$ cat src/hdl/csmv_pkg.sv
// shared types and constants for the coo sparse matrix-vector accumulate block
`default_nettype none
package csmv_pkg;

	localparam int ROW_W      = 10;
	localparam int COL_W      = 10;
	localparam int VAL_W      = 32;
	localparam int ACC_W      = 48;
	localparam int PROD_W     = 2 * VAL_W;
	localparam int FRAC_W     = 16;
	localparam int CFG_W      = 11;
	localparam int CFG_IDX_W  = 1;
	localparam int STATUS_W   = 2;
	localparam int OP_W       = 2;

	localparam int MAX_ROWS   = 1024;
	localparam int MAX_COLS   = 1024;
	localparam int ROW_AW     = $clog2(MAX_ROWS);
	localparam int COL_AW     = $clog2(MAX_COLS);
	localparam int CLR_W      = ROW_AW + 1;

	localparam int QUEUE_DEPTH = 4;
	localparam int QPTR_W      = $clog2(QUEUE_DEPTH);
	localparam int QCNT_W      = QPTR_W + 1;

	localparam logic [CFG_W-1:0] NUM_ROWS_RESET = CFG_W'(MAX_ROWS);
	localparam logic [CFG_W-1:0] NUM_COLS_RESET = CFG_W'(MAX_COLS);

	typedef enum logic [CFG_IDX_W-1:0] {
		REG_NUM_ROWS = 1'b0,
		REG_NUM_COLS = 1'b1
	} reg_index_t;

	typedef enum logic [OP_W-1:0] {
		OP_LOAD = 2'd0,
		OP_MAC  = 2'd1,
		OP_READ = 2'd2
	} op_t;

	typedef enum logic [STATUS_W-1:0] {
		STATUS_OK    = 2'd0,
		STATUS_RANGE = 2'd1,
		STATUS_SAT   = 2'd2
	} status_t;

	// what the back end has to do with a queued item
	typedef enum logic [2:0] {
		CMD_LOAD,
		CMD_MAC,
		CMD_READ,
		CMD_RANGE,
		CMD_NOP
	} cmd_kind_t;

	typedef struct packed {
		cmd_kind_t         kind;
		logic [ROW_W-1:0]  row;
		logic [COL_W-1:0]  col;
		logic [VAL_W-1:0]  value;
	} cmd_t;

	typedef enum logic [1:0] {
		BS_IDLE,
		BS_MUL,
		BS_RND,
		BS_DONE
	} back_state_t;

endpackage
`default_nettype wire

$ cat src/hdl/csmv_front.sv
// front end: config registers, index checks and the command queue
`default_nettype none
module csmv_front (
	input  wire logic                            clk,
	input  wire logic                            arst_n,
	input  wire logic                            cfg_valid,
	input  wire logic [csmv_pkg::CFG_IDX_W-1:0]  cfg_index,
	input  wire logic [csmv_pkg::CFG_W-1:0]      cfg_data,
	input  wire logic                            in_valid,
	output logic                                 in_stall,
	input  wire logic [csmv_pkg::OP_W-1:0]       op,
	input  wire logic [csmv_pkg::ROW_W-1:0]      row_index,
	input  wire logic [csmv_pkg::COL_W-1:0]      col_index,
	input  wire logic [csmv_pkg::VAL_W-1:0]      value,
	input  wire logic                            clearing,
	output logic                                 q_valid,
	output csmv_pkg::cmd_t                       q_head,
	input  wire logic                            q_pop
);

	logic [csmv_pkg::CFG_W-1:0]  num_rows_q;
	logic [csmv_pkg::CFG_W-1:0]  num_cols_q;
	csmv_pkg::cmd_t              q_mem_q [csmv_pkg::QUEUE_DEPTH];
	logic [csmv_pkg::QPTR_W-1:0] wr_ptr_q;
	logic [csmv_pkg::QPTR_W-1:0] rd_ptr_q;
	logic [csmv_pkg::QCNT_W-1:0] count_q;
	logic                        row_ok;
	logic                        col_ok;
	logic                        push;
	csmv_pkg::cmd_t              new_cmd;

	always_ff @(posedge clk or negedge arst_n) begin
		if (!arst_n) begin
			num_rows_q <= csmv_pkg::NUM_ROWS_RESET;
			num_cols_q <= csmv_pkg::NUM_COLS_RESET;
		end else if (cfg_valid) begin
			case (cfg_index)
				csmv_pkg::REG_NUM_ROWS: num_rows_q <= cfg_data;
				csmv_pkg::REG_NUM_COLS: num_cols_q <= cfg_data;
				default: ;
			endcase
		end
	end

	always_comb begin
		row_ok = ({1'b0, row_index} < num_rows_q) && (int'(row_index) < csmv_pkg::MAX_ROWS);
		col_ok = ({1'b0, col_index} < num_cols_q) && (int'(col_index) < csmv_pkg::MAX_COLS);
		new_cmd.row   = row_index;
		new_cmd.col   = col_index;
		new_cmd.value = value;
		case (op)
			csmv_pkg::OP_LOAD: new_cmd.kind = col_ok ? csmv_pkg::CMD_LOAD : csmv_pkg::CMD_RANGE;
			csmv_pkg::OP_MAC:  new_cmd.kind = (row_ok && col_ok) ? csmv_pkg::CMD_MAC
							: csmv_pkg::CMD_RANGE;
			csmv_pkg::OP_READ: new_cmd.kind = row_ok ? csmv_pkg::CMD_READ : csmv_pkg::CMD_RANGE;
			default:           new_cmd.kind = csmv_pkg::CMD_NOP;
		endcase
	end

	// no new items while the queue is full or the accumulator clear pass runs
	assign in_stall = (count_q == csmv_pkg::QCNT_W'(csmv_pkg::QUEUE_DEPTH)) || clearing;
	assign push     = in_valid && !in_stall;
	assign q_valid  = (count_q != '0);
	assign q_head   = q_mem_q[rd_ptr_q];

	always_ff @(posedge clk) begin
		if (push) begin
			q_mem_q[wr_ptr_q] <= new_cmd;
		end
	end

	always_ff @(posedge clk or negedge arst_n) begin
		if (!arst_n) begin
			wr_ptr_q <= '0;
			rd_ptr_q <= '0;
			count_q  <= '0;
		end else begin
			if (push) begin
				wr_ptr_q <= wr_ptr_q + 1'b1;
			end
			if (q_pop) begin
				rd_ptr_q <= rd_ptr_q + 1'b1;
			end
			case ({push, q_pop})
				2'b10:   count_q <= count_q + 1'b1;
				2'b01:   count_q <= count_q - 1'b1;
				default: count_q <= count_q;
			endcase
		end
	end

endmodule
`default_nettype wire

$ cat config.mk
export PLATFORM = sky130hd
export DESIGN_NAME = csmv_front
export DESIGN_NICKNAME = d
export VERILOG_FILES = /design/src/hdl/csmv_pkg.sv /design/src/hdl/csmv_front.sv
export SDC_FILE = /design/constraint.sdc
export NUM_CORES = 1
export LEC_CHECK = 0
export ABC_AREA = 1
export BUFFER_PORTS_ARGS = -buffer_cell sky130_fd_sc_hd__buf_2
export CORE_MARGIN = 4
export CORE_UTILIZATION = 55
export CTS_BUF_LIST = sky130_fd_sc_hd__clkbuf_16
export DETAILED_ROUTE_END_ITERATION = 6
export GPL_TIMING_DRIVEN = 0
export PLACE_DENSITY = 0.87
export SETUP_SLACK_MARGIN = 0.5
export SLEW_MARGIN = 15
export SYNTH_ARGS = -nofsm -noshare
export SYNTH_HDL_FRONTEND = slang
export SYNTH_SLANG_ARGS = --single-unit
$ cat constraint.sdc
create_clock -name clk -period 9 [get_ports clk]
set_clock_uncertainty 0.05 [all_clocks]
set_input_delay 0 -clock clk [delete_from_list [all_inputs] [get_ports clk]]
set_output_delay 0 -clock clk [all_outputs]
set_load 0.01 [all_outputs]
After elaboration in Yosys (flattened, before gate mapping)
Memories as Yosys holds them, arrays and structs flattened.
Index checks and enable logic that the tools add are counted.
Storage, ports and cells
  flip-flop bits (word level): 29
  memory bits (writable): 220
  bits of input ports: 72
  output and inout bits: 57
  memories: 1
Operators by class
  add/sub/neg operators: 4
  magnitude comparators: 2
  equal/unequal tests: 5
  multiplexer cells: 7
  bitwise operators: 1
  reductions and logical operators: 9
Memory list
  q_mem_q: words 4, bits a word 55, rd ports 1, clocked after Yosys merged registers in 0, write ports 1, line csmv_front.sv:23  | csmv_pkg::cmd_t q_mem_q [csmv_pkg::QUEUE_DEPTH];
Operator list (count)
  < comparator 10 x 11 -> 1 bit: 2
  one-hot mux 3 bit (3 select lines): 1
  one-hot mux 3 bit (2 select lines): 1
  adder 2 x 1 -> 2 bit (second input constant): 2
  equality test 2 x 1 -> 1 bit (second input constant): 2
  equality test 2 bit (second input constant): 2
  2-to-1 mux 2 bit: 2
  AND reduction 2 bit: 2
  adder 3 x 1 -> 3 bit (second input constant): 1
  equality test 3 bit (second input constant): 1
  2-to-1 mux 1 bit: 3
  nonzero test 3 bit: 1
  subtractor 3 x 1 -> 3 bit (second input constant): 1
  logical AND 1 bit: 2
  logical NOT 2 bit: 1
  nonzero test 2 bit: 1
  logical NOT 1 bit: 1
  logical OR 1 bit: 1
  NOT 1 bit: 1

Logic depth before layout (Yosys ltp)
Gate-level depths: netlist (run 1).
  word-level depth: 6
  depth in mapped cells: 10

Worst setup path after synthesis (run 1)
Ideal clock, no wire load.
  path kind: flip-flop to flip-flop
  from: register count_q[0] (netlist name)
  to: memory q_mem_q[0][0] (netlist name), enable pin
  library setup time: 468 ps
  data arrival time: 3008 ps
  data required time: 8482 ps
  path slack: 5473 ps
  cell stages (with the launch flop): 5
  clock period less this slack: 3527 ps
  cells stage by stage: dfrtp_1 > inv_1 > nand3_1 > nand3_2 > nor2_1
On the way
  longest elaborated chain between the ends: 6
RTL lines
  from (decl): line csmv_front.sv:26  | logic [csmv_pkg::QCNT_W-1:0] count_q;
  from (signal assigned): line csmv_front.sv:85  | 2'b10: count_q <= count_q + 1'b1;
  from (signal assigned): line csmv_front.sv:86  | 2'b01: count_q <= count_q - 1'b1;
  from (signal assigned): line csmv_front.sv:87  | default: count_q <= count_q;
  equality test 3 bit: line csmv_front.sv:61  | assign in_stall = (count_q == csmv_pkg::QCNT_W'(csmv_pkg::QUEUE_DEPTH)) || clearing;
  logical OR 1 bit: line csmv_front.sv:61
  logical NOT 1 bit: line csmv_front.sv:62  | assign push = in_valid && !in_stall;
  logical AND 1 bit: line csmv_front.sv:62
  2-to-1 mux 1 bit: line csmv_front.sv:67  | if (push) begin
  2-to-1 mux 1 bit (implied by the code): line csmv_front.sv:68  | q_mem_q[wr_ptr_q] <= new_cmd;
  to (decl): line csmv_front.sv:23
Every way passes these cells.

==> reports/metrics.cfg, run 1 <==
[run_status]
status=complete, no violations

[floorplanning]
rows=49
design.die.area_sq_um=20500
die_y_um=143
initial_core_util=0.558
core_sq_um=18000
io_pins=129
die_w_um=143

[power]
pwr-share-comb=0.343
power_switching_mw=1.27
swShare=0.337
max-vdd-ir-drop_v=0.000194
pwr-share-seq=0.384
p_per_area_nw_per_um2=295
intPower_mw=2.49
total_power_mw=3.76
cellLeakagePower_nw=4.94
power.share.clock=0.273

[logic_synthesis]
synth_area_sq_um=10000
synth.area.mux_share=0
synth_top_family_by_area=compound AO/OA/AOI/OAI gates
yosysWarnings=0
synth_compound_area_frac=0.108
yosysSeqAreaShare=0.731
synth_seq_cells=249
synth_fa_ha_area_frac=0.0307
syn_nets=874
synthSimpleGateAreaFrac=0.0766
synth_cells=778
avgSynthCellArea_sq_um=12.9
synth.distinct_cells=23
synth_xor_xnor_area_share=0.00437

[clocking]
cts_tree=yes
clk_pin_slew_ns=0.07
cts_made_buffers=24
htree_levels=1
cts_resized=0
clock_latency_ns=0.51
cts-root-buf=clkbuf_16
cts_num_sinks=249
clock_path_buffers=3

[place]
portBuffers=128
numPlacedInstances=1143
postPlaceCellArea_sq_um=11200
gp_congestion=0.819
dp_slack_ns=6.82
dp_hpwl_um=14300

[timing]
worst_slack_ns=6.69
hold-worst-slack_ns=0.00987
fmax_ghz=0.433
setup_tns_ns=0
rsz0062_at_grt=no
fin_crit_sh=0.257
tightest_slew_ns=0.711
drv_slew=0
hold_violations=0
setup_violations=0
slew_headroom=0.525
period_needed_ns=2.31

[worst_setup_path]
end_kind=output pin
critPathRequiredTime_ns=8.95
crit_path_max_fanout=10
critPathLaunch=rd_ptr_q[1]
timing_worst_setup_path_type=register to output pin
reg2regPathDepth=5
regToRegSetupSlack_ns=6.84
arrival_ns=2.26
timing.rr.start=count_q[0]
reg2reg_to=q_mem_q[0][29]
critPathLaunchType=register

[worst_hold_path]
worstHoldPathType=input pin to async pin

[routing]
wl_per_cell_um=18.7
drt_first_pass_iters=5
drc=0
vias=7005
ant_nets=0
vias_per_cell=5.55
drtIter0Drc=562
routed_wl_um=23600

[finish]
layout_commonest_cell=edfxtp_1
fin_cells=1262
num-nets-final=1111
num_antenna_cells=0
layout-drive-gt1-share=0.208
nFillCells=1144
final_cell_area_sq_um=12700
final_core_util=0.710
final_cell_mix=edfxtp_1 (220), buf_2 (138), nor2_1 (117)
area_growth_pct=27.1

[global_routing]
grt_pass1_wl_um=36100
overflow=0
grt_max_degree=30
grt_pass1_vias=7140
track_usage=0.228
antenna_found_initial=0

[flow_run]
cap_violations=0

[layer usage]
metal  global-route usage  up-vias  part of all wire
met3               0.0388       64             0.078
met2                0.411      335              0.51
met1                0.278     3364              0.37
met5                    0        -                 0
met4               0.0770        0             0.035
li1                     -     3242                 -
[flip-flops by register name, indices dropped and copies added (netlist names)]
register    flops
num_cols_q     11
num_rows_q     11
rd_ptr_q        2
wr_ptr_q        2
count_q         3
q_mem_q       220
[power by group through the flow]
stage,combinational [mW],clock [mW],sequential (mW)
finish,1.29,1.03,1.44
global route,1.41,1.09,1.45
CTS,1.29,1.04,1.44
detailed placement,1.25,0,1.46
global placement,1.19,0,1.48
floorplan,0.755,0,1.46
[synth_stat cells]
master / number / area (sq um)
nand3_1: 5 / 25.0
xnor2_1: 1 / 8.76
edfxtp_1: 220 / 6610
nor2_1: 121 / 454
o21ai_2: 5 / 43.8
inv_1: 61 / 229
nand2_1: 66 / 248
a21oi_1: 9 / 45.0
o21ai_1: 40 / 200
nand3_2: 1 / 10.0
xor2_1: 4 / 35.0
buf_8: 1 / 15.0
buf_2: 10 / 50.1
clkbuf_1: 18 / 67.6
nor2_2: 5 / 31.3
buf_6: 11 / 124
fa_1: 1 / 20.0
dfrtp_1: 27 / 676
ha_1: 23 / 288
inv_2: 2 / 7.51
o22ai_1: 55 / 344
o21ai_0: 90 / 450
dfstp_2: 2 / 52.6
[cell families (layout without fill, tap and decap cells)]
group | count (synthesis) | count (layout)
simple gates | 198 | 198
flops | 249 | 249
xor+xnor | 5 | 5
compound gates | 199 | 199
fa+ha+maj | 24 | 24
buf+inv | 103 | 358
[area by class of cell]
class	instances	area, sq um	share of cell area
inverter	63	236	0.0185
timing repair buffer	211	1580	0.124
clock buffer	25	626	0.0491
tap	229	287	0.0225
clock inverter	19	194	0.0152
sequential	249	7330	0.575
multi-input combinational	426	2230	0.175
buffer	40	256	0.0201
[worst max-delay path by stage]
stage / endpoint / slack [ns] / depth (start not counted)
6_report: q_head[41] / 6.69 / 6
5_1_grt: q_head[42] / 6.61 / 6
4_1_cts: q_head[41] / 6.71 / 6
3_5_place_dp: q_mem_q[0][24] / 6.82 / 5
3_3_place_gp: q_mem_q[0][23] / 3.82 / 4
2_1_floorplan: q_mem_q[0][0] / 5.47 / 4
[critical path, cell delays in order, from the launching register on]
cell,delay [ns]
dfrtp_1,0.39
inv_1,0.08
buf_2,0.23
clkbuf_1,0.42
o21ai_1,0.17
o22ai_1,0.26
buf_2,0.19
[repair_timing]
item,CTS,global route
setup buffers,0,0
hold endpoints to repair,277,0
endpoints found under the setup margin,0,0
hold buffers,75,0
Note: power is estimated with default switching activity, not from simulation.
==> run 2, diff against run 1 <==
==> constraint.sdc (replaced) <==
create_clock -name clk -period 2.2 [get_ports clk]
set_clock_uncertainty 0.05 [all_clocks]
set_input_delay 0 -clock clk [delete_from_list [all_inputs] [get_ports clk]]
set_output_delay 0 -clock clk [all_outputs]
set_load 0.01 [all_outputs]
==> reports/metrics.cfg, run 2 (synthesis results as in run 1) <==
[finish]
largest_register_ffs=220  ; unchanged
num-nets-final=1149  ; was 1111
area_growth_pct=42.0  ; was 27.1%
final_cell_area_sq_um=14200  ; was 12700 sq um
final_core_util=0.793  ; was 0.710
layout_commonest_cell=edfxtp_1  ; unchanged
top_regs=q_mem_q (220), num_cols_q (11), num_rows_q (11)  ; unchanged
layout-drive-gt1-share=0.384  ; was 0.208
top_register=q_mem_q  ; unchanged
fin_cells=1300  ; was 1262
num_antenna_cells=0  ; unchanged
final_cell_mix=edfxtp_1 (220), buf_2 (125), dlygate4sd3_1 (73)  ; was edfxtp_1 (220), buf_2 (138), nor2_1 (117)

[timing]
tightest_slew_ns=0.707  ; was 0.711 ns
setup_tns_ns=0  ; unchanged
slew_headroom=0.529  ; was 0.525
fin_crit_sh=0.903
rsz0062_at_grt=yes  ; was no
period_needed_ns=1.99
hold-worst-slack_ns=0.0267  ; was 0.00987 ns
setup_violations=0  ; unchanged
hold_violations=0  ; unchanged
worst_slack_ns=0.213  ; was 6.69 ns
fmax_ghz=0.503
drv_slew=0  ; unchanged

[clocking]
htree_levels=1  ; unchanged
cts_made_buffers=24  ; unchanged
cts-root-buf=clkbuf_16  ; unchanged
cts_num_sinks=249  ; unchanged
clk_pin_slew_ns=0.07  ; about the same
cts_tree=yes  ; unchanged
clock_path_buffers=3  ; unchanged
clock_latency_ns=0.52  ; was 0.51 ns

[routing]
drt_first_pass_iters=5  ; unchanged
drtIter0Drc=699  ; was 562
wl_per_cell_um=21.6  ; was 18.7 um
vias=7495  ; was 7005
drc=0  ; unchanged
ant_nets=0  ; unchanged
vias_per_cell=5.77  ; was 5.55
routed_wl_um=28100  ; was 23600 um

[floorplanning]
initial_core_util=0.558  ; unchanged
die_w_um=143  ; unchanged
design.die.area_sq_um=20500  ; unchanged
rows=49  ; unchanged
io_pins=129  ; unchanged
die_y_um=143  ; unchanged
core_sq_um=18000  ; unchanged

[worst_setup_path]
crit_path_max_fanout=6  ; was 10
timing_worst_setup_path_type=register to output pin  ; unchanged
critPathMaxStageDelay_ns=0.43  ; was 0.42 ns
critPathLaunchType=register  ; unchanged
critPathRequiredTime_ns=2.15  ; was 8.95 ns
crit_buf_inv=5  ; was 4
end_kind=output pin  ; unchanged
worst_path_max_delay_cell=dfrtp_2  ; was clkbuf_1
crit_family=buffers and inverters  ; unchanged
crit_chain=buf_6 > clkinv_8 > buf_16 > buf_8 > o21ai_2 > o22ai_1 > buf_2  ; was inv_1 > buf_2 > clkbuf_1 > o21ai_1 > o22ai_1 > buf_2
arrival_ns=1.94  ; was 2.26 ns

[global_routing]
grt_pass1_wl_um=38400  ; was 36100 um
track_usage=0.243  ; was 0.228
grt_pass1_vias=7406  ; was 7140
overflow=0  ; unchanged
grt_max_degree=30  ; unchanged
antenna_found_initial=0  ; unchanged

[place]
dp_hpwl_um=14500  ; was 14300 um
postPlaceCellArea_sq_um=11200  ; about the same
dp_slack_ns=0.105  ; was 6.82 ns
gp_congestion=0.809  ; was 0.819
numPlacedInstances=1144  ; was 1143
portBuffers=128  ; unchanged

[power]
max-vdd-ir-drop_v=0.00100  ; was 0.000194 V
cellLeakagePower_nw=5.50  ; was 4.94 nW
total_power_mw=18.0  ; was 3.76 mW
p_per_area_nw_per_um2=1260  ; was 295 nW/um^2

[flow_run]
cap_violations=0  ; unchanged

[worst_hold_path]
worstHoldPathType=input pin to async pin  ; unchanged

[run_status]
status=complete, no violations  ; unchanged

run 2: timing repair:
item	CTS	global route
gates resized for setup	87	196
hold buffers	73	0
cloned	3	12
pin swaps	23	44
hold endpoints to repair	278	0
buffers inserted	18	6
setup endpoints to repair	201	113
run 2: area by class of cell:
cell class | count | area, sq um
Multi-Input combinational cell | 426 | 2900
Sequential cell | 249 | 7340
Buffer | 40 | 424
Clock inverter | 19 | 193
Clock buffer | 25 | 626
Inverter | 63 | 249
Timing Repair Buffer | 249 | 2230
Fill cell | 908 | 3720
Tap cell | 229 | 287
run 2: worst register-to-register path: stages (launching register included):
cell     delay, ns
dfrtp_1       0.41
inv_2         0.07
nand3_2       0.10
nand3_4       0.11
ha_4          0.14
inv_2         0.05
fa_2          0.36
a21oi_2       0.14
o21ai_1       0.09
xor2_1        0.15
run 2: where the power goes:
part / total [mW] / switching [mW] / internal [mW]
logic: 7.76 / 4.31 / 3.45
clock network: 4.25 / 1.72 / 2.53
registers: 5.96 / 0.226 / 5.73
run 2: worst paths after layout:
path / startpoint / to / slack [ns] / depth (start not counted)
min in group clk: value[31] / q_mem_q[3][31] / 0.18 / 2
setup / recovery: rd_ptr_q[0] / q_head[13] / 0.21 / 7
setup reg to reg: count_q[1] / count_q[2] / 0.41 / 9
max in group asynchronous: arst_n / rd_ptr_q[0] / 1.57 / 2
hold reg to reg: num_cols_q[4] / num_cols_q[4] / 0.45 / 2
hold / removal: arst_n / count_q[2] / 0.03 / 2
run 2: metal layers:
| metal | part of all wire | vias up | GRT usage |
|---|---|---|---|
| met4 | 0.036 | 0 | 0.0820 |
| met1 | 0.36 | 3688 | 0.297 |
| li1 | - | 3336 | - |
| met2 | 0.53 | 393 | 0.440 |
| met3 | 0.070 | 78 | 0.0378 |
| met5 | 0 | - | 0 |
